`src/hdl/least_cost_venue_selector_macros.svh`:
```
// ---------------------------------------------------------------------------
// least_cost_venue_selector_macros
// Assertion macros for the venue selector; empty when SYNTH is defined.
// ---------------------------------------------------------------------------
`ifndef LEAST_COST_VENUE_SELECTOR_MACROS_SVH
`define LEAST_COST_VENUE_SELECTOR_MACROS_SVH
`ifndef SYNTH
`define LCVS_ASSERT_IMP(lbl, clk, rst_n, a, c) \
	lbl: assert property (@(posedge clk) disable iff (!rst_n) (a) |-> (c)) \
		else $error("assertion failed");
`define LCVS_ASSERT_NXT(lbl, clk, rst_n, a, c) \
	lbl: assert property (@(posedge clk) disable iff (!rst_n) (a) |=> (c)) \
		else $error("assertion failed");
`else
`define LCVS_ASSERT_IMP(lbl, clk, rst_n, a, c)
`define LCVS_ASSERT_NXT(lbl, clk, rst_n, a, c)
`endif
`endif

```
`src/hdl/lcvs_pkg.sv`:
```
// ---------------------------------------------------------------------------
// lcvs_pkg
// Types and constants of the least-cost venue selector.
// ---------------------------------------------------------------------------
`timescale 1ns / 1ps
package lcvs_pkg;
	localparam int VENUE_COUNT = 5;
	localparam int FEE_REGS    = 5;
	localparam int VIDX_W      = (VENUE_COUNT > 1) ? $clog2(VENUE_COUNT) : 1;
	localparam int CFG_IDX_W   = 3;
	localparam int FEE_IDX_W   = 3;

	localparam logic [31:0] ONE_Q16   = 32'h0001_0000;
	localparam logic [12:0] TENTH_Q16 = 13'd6554;

	localparam logic KIND_UPDATE = 1'b0;
	localparam logic KIND_ROUTE  = 1'b1;

	typedef struct packed {
		logic        kind;
		logic [2:0]  venue;
		logic [31:0] spread;
		logic [31:0] liquidity;
		logic [31:0] quantity;
	} in_item_t;

	typedef struct packed {
		logic [2:0]  best_venue;
		logic [33:0] best_cost;
	} out_item_t;
endpackage

```
`src/hdl/least_cost_venue_selector.sv`:
```
// ---------------------------------------------------------------------------
// least_cost_venue_selector
// Picks the venue of least spread + fee + impact for a routed order.
// ---------------------------------------------------------------------------
// Usage:
//   in channel (in_valid/in_ready/in_data) takes update and route requests.
//   An update writes one venue's spread and liquidity, no result.
//   A route walks the venues one at a time on a single shared 35-bit
//   subtract/compare unit: 64 restoring divide steps for quantity*2^32/liq,
//   then 32 square root steps, a multiply and an add/compare.
//   A venue with zero liquidity goes straight to the add/compare.
//   in_ready is high only while no request is in progress.
//   out channel (out_valid/out_ready/out_data) holds one result register;
//   a new request is taken while a result waits. A route that finishes
//   while the previous result is still held waits for out_ready.
//   cfg channel writes fee registers, always ready; bad indexes are ignored.
//   Reset clears fees, stores and the result valid flag.
// ---------------------------------------------------------------------------
`timescale 1ns / 1ps
`include "least_cost_venue_selector_macros.svh"
module least_cost_venue_selector
	import lcvs_pkg::*;
(
	input  logic                 clk,
	input  logic                 arst_n,
	input  logic                 in_valid,
	output logic                 in_ready,
	input  in_item_t             in_data,
	output logic                 out_valid,
	input  logic                 out_ready,
	output out_item_t            out_data,
	input  logic                 cfg_valid,
	output logic                 cfg_ready,
	input  logic [CFG_IDX_W-1:0] cfg_index,
	input  logic [31:0]          cfg_data
);
	localparam logic [2:0] S_IDLE  = 3'd0;
	localparam logic [2:0] S_START = 3'd1;
	localparam logic [2:0] S_DIV   = 3'd2;
	localparam logic [2:0] S_SQRT  = 3'd3;
	localparam logic [2:0] S_MUL   = 3'd4;
	localparam logic [2:0] S_ACC   = 3'd5;

	logic [2:0]        state_q;
	logic [VIDX_W-1:0] cnt_q;
	logic [5:0]        step_q;
	logic [31:0]       fee_q [FEE_REGS];
	logic [31:0]       spread_q [VENUE_COUNT];
	logic [31:0]       liq_q [VENUE_COUNT];
	logic [31:0]       qty_q;
	logic [34:0]       rem_q;
	logic [63:0]       work_q;
	logic [31:0]       root_q;
	logic [31:0]       imp_q;
	logic [33:0]       best_cost_q;
	logic [VIDX_W-1:0] best_idx_q;
	logic              out_valid_q;
	out_item_t         out_q;

	logic [34:0] sub_a, sub_b;
	logic [35:0] diff;
	logic        ge;
	logic [31:0] fee_sel, liq_sel, spread_sel;
	logic [44:0] prod;
	logic [33:0] cost;
	logic        take;
	logic        last;
	logic        out_free;
	logic        in_acc;
	logic        done;

	assign in_ready  = (state_q == S_IDLE);
	assign cfg_ready = 1'b1;
	assign out_valid = out_valid_q;
	assign out_data  = out_q;
	assign in_acc    = in_valid && in_ready;
	assign out_free  = !out_valid_q || out_ready;

	assign liq_sel    = liq_q[cnt_q];
	assign spread_sel = spread_q[cnt_q];
	assign fee_sel    = (32'(cnt_q) < FEE_REGS) ? fee_q[FEE_IDX_W'(cnt_q)] : 32'd0;

	always_comb begin
		if (state_q == S_SQRT) begin
			sub_a = {rem_q[32:0], work_q[63:62]};
			sub_b = {1'b0, root_q, 2'b01};
		end else begin
			sub_a = {rem_q[33:0], work_q[63]};
			sub_b = {3'b000, liq_sel};
		end
	end
	assign diff = {1'b0, sub_a} - {1'b0, sub_b};
	assign ge   = !diff[35];

	assign prod = 45'(root_q) * 45'(TENTH_Q16);
	assign cost = 34'(spread_sel) + 34'(fee_sel) + 34'(imp_q);
	assign take = (cnt_q == '0) || (cost < best_cost_q);
	assign last = (32'(cnt_q) == VENUE_COUNT - 1);
	assign done = (state_q == S_ACC) && last && out_free;

	always_ff @(posedge clk or negedge arst_n) begin
		if (!arst_n) begin
			for (int i = 0; i < FEE_REGS; i++) fee_q[i] <= '0;
		end else if (cfg_valid && 32'(cfg_index) < FEE_REGS) begin
			fee_q[FEE_IDX_W'(cfg_index)] <= cfg_data;
		end
	end

	always_ff @(posedge clk or negedge arst_n) begin
		if (!arst_n) begin
			for (int i = 0; i < VENUE_COUNT; i++) begin
				spread_q[i] <= '0;
				liq_q[i]    <= '0;
			end
		end else if (in_acc && in_data.kind == KIND_UPDATE) begin
			for (int i = 0; i < VENUE_COUNT; i++) begin
				if (32'(in_data.venue) == i) begin
					spread_q[i] <= in_data.spread;
					liq_q[i]    <= in_data.liquidity;
				end
			end
		end
	end

	always_ff @(posedge clk or negedge arst_n) begin
		if (!arst_n) begin
			state_q     <= S_IDLE;
			cnt_q       <= '0;
			step_q      <= '0;
			out_valid_q <= 1'b0;
		end else begin
			if (done) out_valid_q <= 1'b1;
			else if (out_ready) out_valid_q <= 1'b0;
			unique case (state_q)
				S_IDLE: begin
					if (in_acc && in_data.kind == KIND_ROUTE) begin
						cnt_q   <= '0;
						state_q <= S_START;
					end
				end
				S_START: begin
					step_q  <= '0;
					state_q <= (liq_sel == '0) ? S_ACC : S_DIV;
				end
				S_DIV: begin
					if (step_q == 6'd63) begin
						step_q  <= '0;
						state_q <= S_SQRT;
					end else begin
						step_q <= step_q + 6'd1;
					end
				end
				S_SQRT: begin
					step_q <= step_q + 6'd1;
					if (step_q == 6'd31) state_q <= S_MUL;
				end
				S_MUL: state_q <= S_ACC;
				S_ACC: begin
					if (!last) begin
						cnt_q   <= cnt_q + 1'b1;
						state_q <= S_START;
					end else if (out_free) begin
						state_q <= S_IDLE;
					end
				end
				default: state_q <= S_IDLE;
			endcase
		end
	end

	always_ff @(posedge clk) begin
		if (in_acc) qty_q <= in_data.quantity;
		unique case (state_q)
			S_START: begin
				rem_q  <= '0;
				root_q <= '0;
				work_q <= {qty_q, 32'd0};
				imp_q  <= ONE_Q16;
			end
			S_DIV: begin
				rem_q  <= (step_q == 6'd63) ? '0 : (ge ? diff[34:0] : sub_a);
				work_q <= {work_q[62:0], ge};
			end
			S_SQRT: begin
				rem_q  <= ge ? diff[34:0] : sub_a;
				root_q <= {root_q[30:0], ge};
				work_q <= {work_q[61:0], 2'b00};
			end
			S_MUL: imp_q <= {3'b000, prod[44:16]};
			S_ACC: begin
				if (!last) begin
					if (take) begin
						best_cost_q <= cost;
						best_idx_q  <= cnt_q;
					end
				end else if (out_free) begin
					out_q.best_venue <= take ? 3'(cnt_q) : 3'(best_idx_q);
					out_q.best_cost  <= take ? cost : best_cost_q;
				end
			end
			default: ;
		endcase
	end

	`LCVS_ASSERT_NXT(a_route_busy, clk, arst_n, in_acc && in_data.kind == KIND_ROUTE, !in_ready)
	`LCVS_ASSERT_NXT(a_update_idle, clk, arst_n, in_acc && in_data.kind == KIND_UPDATE, in_ready)
	`LCVS_ASSERT_IMP(a_result_src, clk, arst_n, $rose(out_valid_q), $past(state_q) == S_ACC)
	`LCVS_ASSERT_NXT(a_result_hold, clk, arst_n, out_valid_q && !out_ready, out_valid_q && $stable(out_q))
endmodule

```
`config.mk`:
```
export PLATFORM = sky130hd
export DESIGN_NAME = least_cost_venue_selector
export DESIGN_NICKNAME = d
export VERILOG_FILES = /design/src/hdl/lcvs_pkg.sv /design/src/hdl/least_cost_venue_selector.sv
export VERILOG_INCLUDE_DIRS = /design/src /design/src/hdl
export SDC_FILE = /design/constraint.sdc
export NUM_CORES = 2
export LEC_CHECK = 0
export BUFFER_PORTS_ARGS = -buffer_cell sky130_fd_sc_hd__buf_4
export CAP_MARGIN = 20
export CORE_ASPECT_RATIO = 1.75
export CORE_MARGIN = 4
export CORE_UTILIZATION = 50
export DETAILED_ROUTE_END_ITERATION = 8
export HOLD_SLACK_MARGIN = 0.03
export PLACE_DENSITY_LB_ADDON = 0.15
export SETUP_SLACK_MARGIN = 0.5
export SLEW_MARGIN = 20
export SYNTH_ARGS = -nofsm -noshare
export SYNTH_HDL_FRONTEND = slang
export SYNTH_SLANG_ARGS = --single-unit
```
`constraint.sdc`:
```
create_clock -name clk -period 9.4 [get_ports clk]
set_clock_uncertainty 0.2 [all_clocks]
set_input_delay 1.88 -clock clk [delete_from_list [all_inputs] [get_ports clk]]
set_output_delay 1.88 -clock clk [all_outputs]
set_load 0.005 [all_outputs]
```
==> results.txt <==
Slew @ Worst Pin - 1.11 ns
Worst-Skew Late Latency - 0.67 ns
setup_tns - 0 ns
Buf/Inv on CP - 4
MaxCap Viol Count - 0
# port buffers - 178
most numerous cell in the Yosys netlist - dfrtp_1
Max clock buf depth - 3
die height - 402 µm
simple-gate portion of the synthesized area - 0.0617
Period Utilization, post-route - 0.854
RR Endpoint - out_data[3]$_DFFE_PP_
Slew Viols, Final - 0
adder-cell share of the synthesized area - 0.152
pin count of the biggest net entering global routing - 172
DRT antenna net count - 0
R2R setup slack - 1.37 ns
synth top area cells - dfrtp_1 (28%), edfxtp_1 (18%), mux2_2 (12%), fa_1 (7.6%), ha_1 (7.6%)
area leader, netlist - dfrtp_1
gr usage total - 0.233
HPWL Detailed - 78300 µm
Slew HR - 0.263
register bit total from synthesis - 758
element type at the critical path end - flop
mux cell area share after synthesis - 0.196
fill count - 7378
post-cts sizing count - 0
critical path class - flop to flop
combinational family with the most area after synthesis - multiplexers
multi-input logic area - 22500 µm²
post-route design area - 49400 µm²
hold depth - 1
router iterations before antenna repair - 5
CP peak stage delay - 0.83 ns
Setup Fix Bufs, Post-CTS - 0
Mapped Cells - 3491
TritonCTS clock tree - yes
top post-synthesis cells by count - dfrtp_1 (493), mux2_2 (485), ha_1 (269)
GPL Wtd Cong - 0.918
Via Count - 27800
RSZ-0062 raised after global routing - no
CP max FO - 36
YS warnings - 0
# DRC - 0
WHS Endpoint - liq_q[32]$_DFFE_PN0P_
crit path DAT - 8.23 ns
share of cells above drive strength 1 - 0.261
CTS Hold Buffers Added - 0
predominant post-synthesis flop cell - dfrtp_1
share of the synthesized area in the top cell type - 0.278
Unique masters post-synth - 87
Rows - 144
worst reg-to-reg path cell count - 27
core area - 88100 µm²
min Tclk post-route - 8.03 ns
Crit-path slowest cell - a21o_2
type of the worst min-delay path - flop to flop
CP required - 9.60 ns
vias in the first global route - 30100
endpoints failing hold - 0
grt ovf - 0
Mean Syn Cell Area - 12.7 µm²
Area Growth Syn to Fin - 11.4%
root buffer cell - clkbuf_16
initial antenna violation count - 1
die area - 93700 µm²
nets - 4201
DR vias/cell - 5.74
post-synthesis compound-gate area fraction - 0.0805
clock sinks - 758
Starting Density - 0.503
sequential area share after synthesis - 0.458
Avg WL per Cell - 22.3 µm
fmax - 125 MHz
CTS Buf Count - 73
final WL - 108000 µm
Reg area - 20300 µm²
H-tree depth - 3
dpl cell area - 46900 µm²
status - complete, no violations
Hold Crit Start - liq_q[32]$_DFFE_PN0P_
Detailed Route Iter0 Violations - 1446
worst r2r src - cnt_q[2]$_DFFE_PN0P_
cell area after synthesis - 44300 µm²
async set-reset flop share out of synthesis - 0.650
Die W - 233 µm
first-pass GRT wire length - 169000 µm
Post-synth EDFFs - 265
Net Count, Synth - 4069
Synth Area in XOR/XNOR - 0.0156
IO Pins - 180
clock-pin slew on the worst setup and hold paths - 0.06 ns
Critical path origin - cnt_q[2]$_DFFE_PN0P_
Worst setup SP type - flop
final setup violation count - 0
CP delay by family, top - compound AO/OA/AOI/OAI gates
[kinds of logic (layout without fill, tap and decap cells)]
family / after synthesis / after routing
and+or+nand+nor: 601 / 601
AOI/OAI and AO/OA: 526 / 526
xor gates and xnor gates: 79 / 79
muxes: 684 / 684
other: 1 / 2
DFF: 758 / 758
buffers and inverters: 404 / 596
adders and majority gates: 438 / 438
[flip-flops by register name, summed over array words and instances (netlist names)]
name / cells
fee_q: 160
step_q: 6
qty_q: 32
best_cost_q: 34
root_q: 32
imp_q: 29
work_q: 64
spread_q: 160
cnt_q: 3
out_data: 37
out_valid: 1
liq_q: 160
rem_q: 34
state_q: 3
best_idx_q: 3
[final cells by class]
class                           count  area share
Clock inverter                     25     0.00529
Tap cell                         1168      0.0296
Sequential cell                   758       0.411
Inverter                          248      0.0189
Clock buffer                      110      0.0455
Timing Repair Buffer              213      0.0337
Antenna cell                        1   0.0000506
Multi-Input combinational cell   2329       0.456
[per-stage QoR]
stage	hold slack, ns	worst slack (ns)	std cells	util
floorplan	0.269	2.38	3491	-
global placement	0.281	1.34	4715	0.532
detailed placement	0.288	1.37	4716	0.532
CTS	0.302	1.36	4851	0.561
global route	0.309	0.847	4852	0.561
finish	0.300	1.37	4852	0.561
[routing by layer]
metal,global-route usage,part of all wire,vias to the layer above
met5,0,0,-
met4,0.107,0.046,0
met3,0.0285,0.038,189
met2,0.436,0.54,567
met1,0.260,0.37,14200
li1,-,-,12900
[worst register-to-register path, stage by stage (launching register included)]
cell and delay (ns):
dfrtp_1 0.53, clkinv_2 0.44, nor3_2 0.32, buf_4 0.34
a22oi_1 0.18, fa_1 0.42, inv_1 0.07, ha_1 0.17
inv_1 0.06, fa_1 0.43, nor2b_4 0.15, o31a_4 0.16
o311ai_1 0.12, a21o_1 0.26, a211o_1 0.36, a21oi_1 0.30
o211ai_1 0.19, o31a_1 0.28, a211oi_2 0.26, ha_1 0.29
a21o_1 0.16, a21o_1 0.16, a21oi_1 0.18, nand4b_1 0.12
a21oi_1 0.13, or3_1 0.22, a21o_2 0.83, mux2_2 0.45
[worst max-delay path by stage]
| stage | to | depth (start not counted) |
|---|---|---|
| 2_1_floorplan | best_cost_q[28]$_DFFE_PP_ | 27 |
| 3_3_place_gp | out_data[1]$_DFFE_PP_ | 27 |
| 3_5_place_dp | out_data[3]$_DFFE_PP_ | 27 |
| 4_1_cts | best_idx_q[1]$_DFFE_PP_ | 27 |
| 5_1_grt | out_data[34]$_DFFE_PP_ | 27 |
| 6_report | out_data[3]$_DFFE_PP_ | 27 |
[cells in the final DEF (no fill, tap or decap), types with 16 or more instances in the layout]
cell type,n
buf_4,208
a22o_1,85
dfrtp_1,490
clkbuf_16,80
nor2b_1,20
mux2i_1,74
xor2_1,30
nand4_1,23
a21oi_1,139
and3_1,37
mux2_1,27
mux2_2,485
nand3_1,32
xnor2_1,49
nor3_1,19
nor2_1,168
fa_1,169
mux4_2,96
edfxtp_1,265
inv_1,244
nand2_1,227
clkbuf_1,16
ha_1,269
o21ai_0,101
a21o_1,62
Power is not shown: default switching activity piles up to over one toggle a cycle in this logic, so the estimate is an artifact.
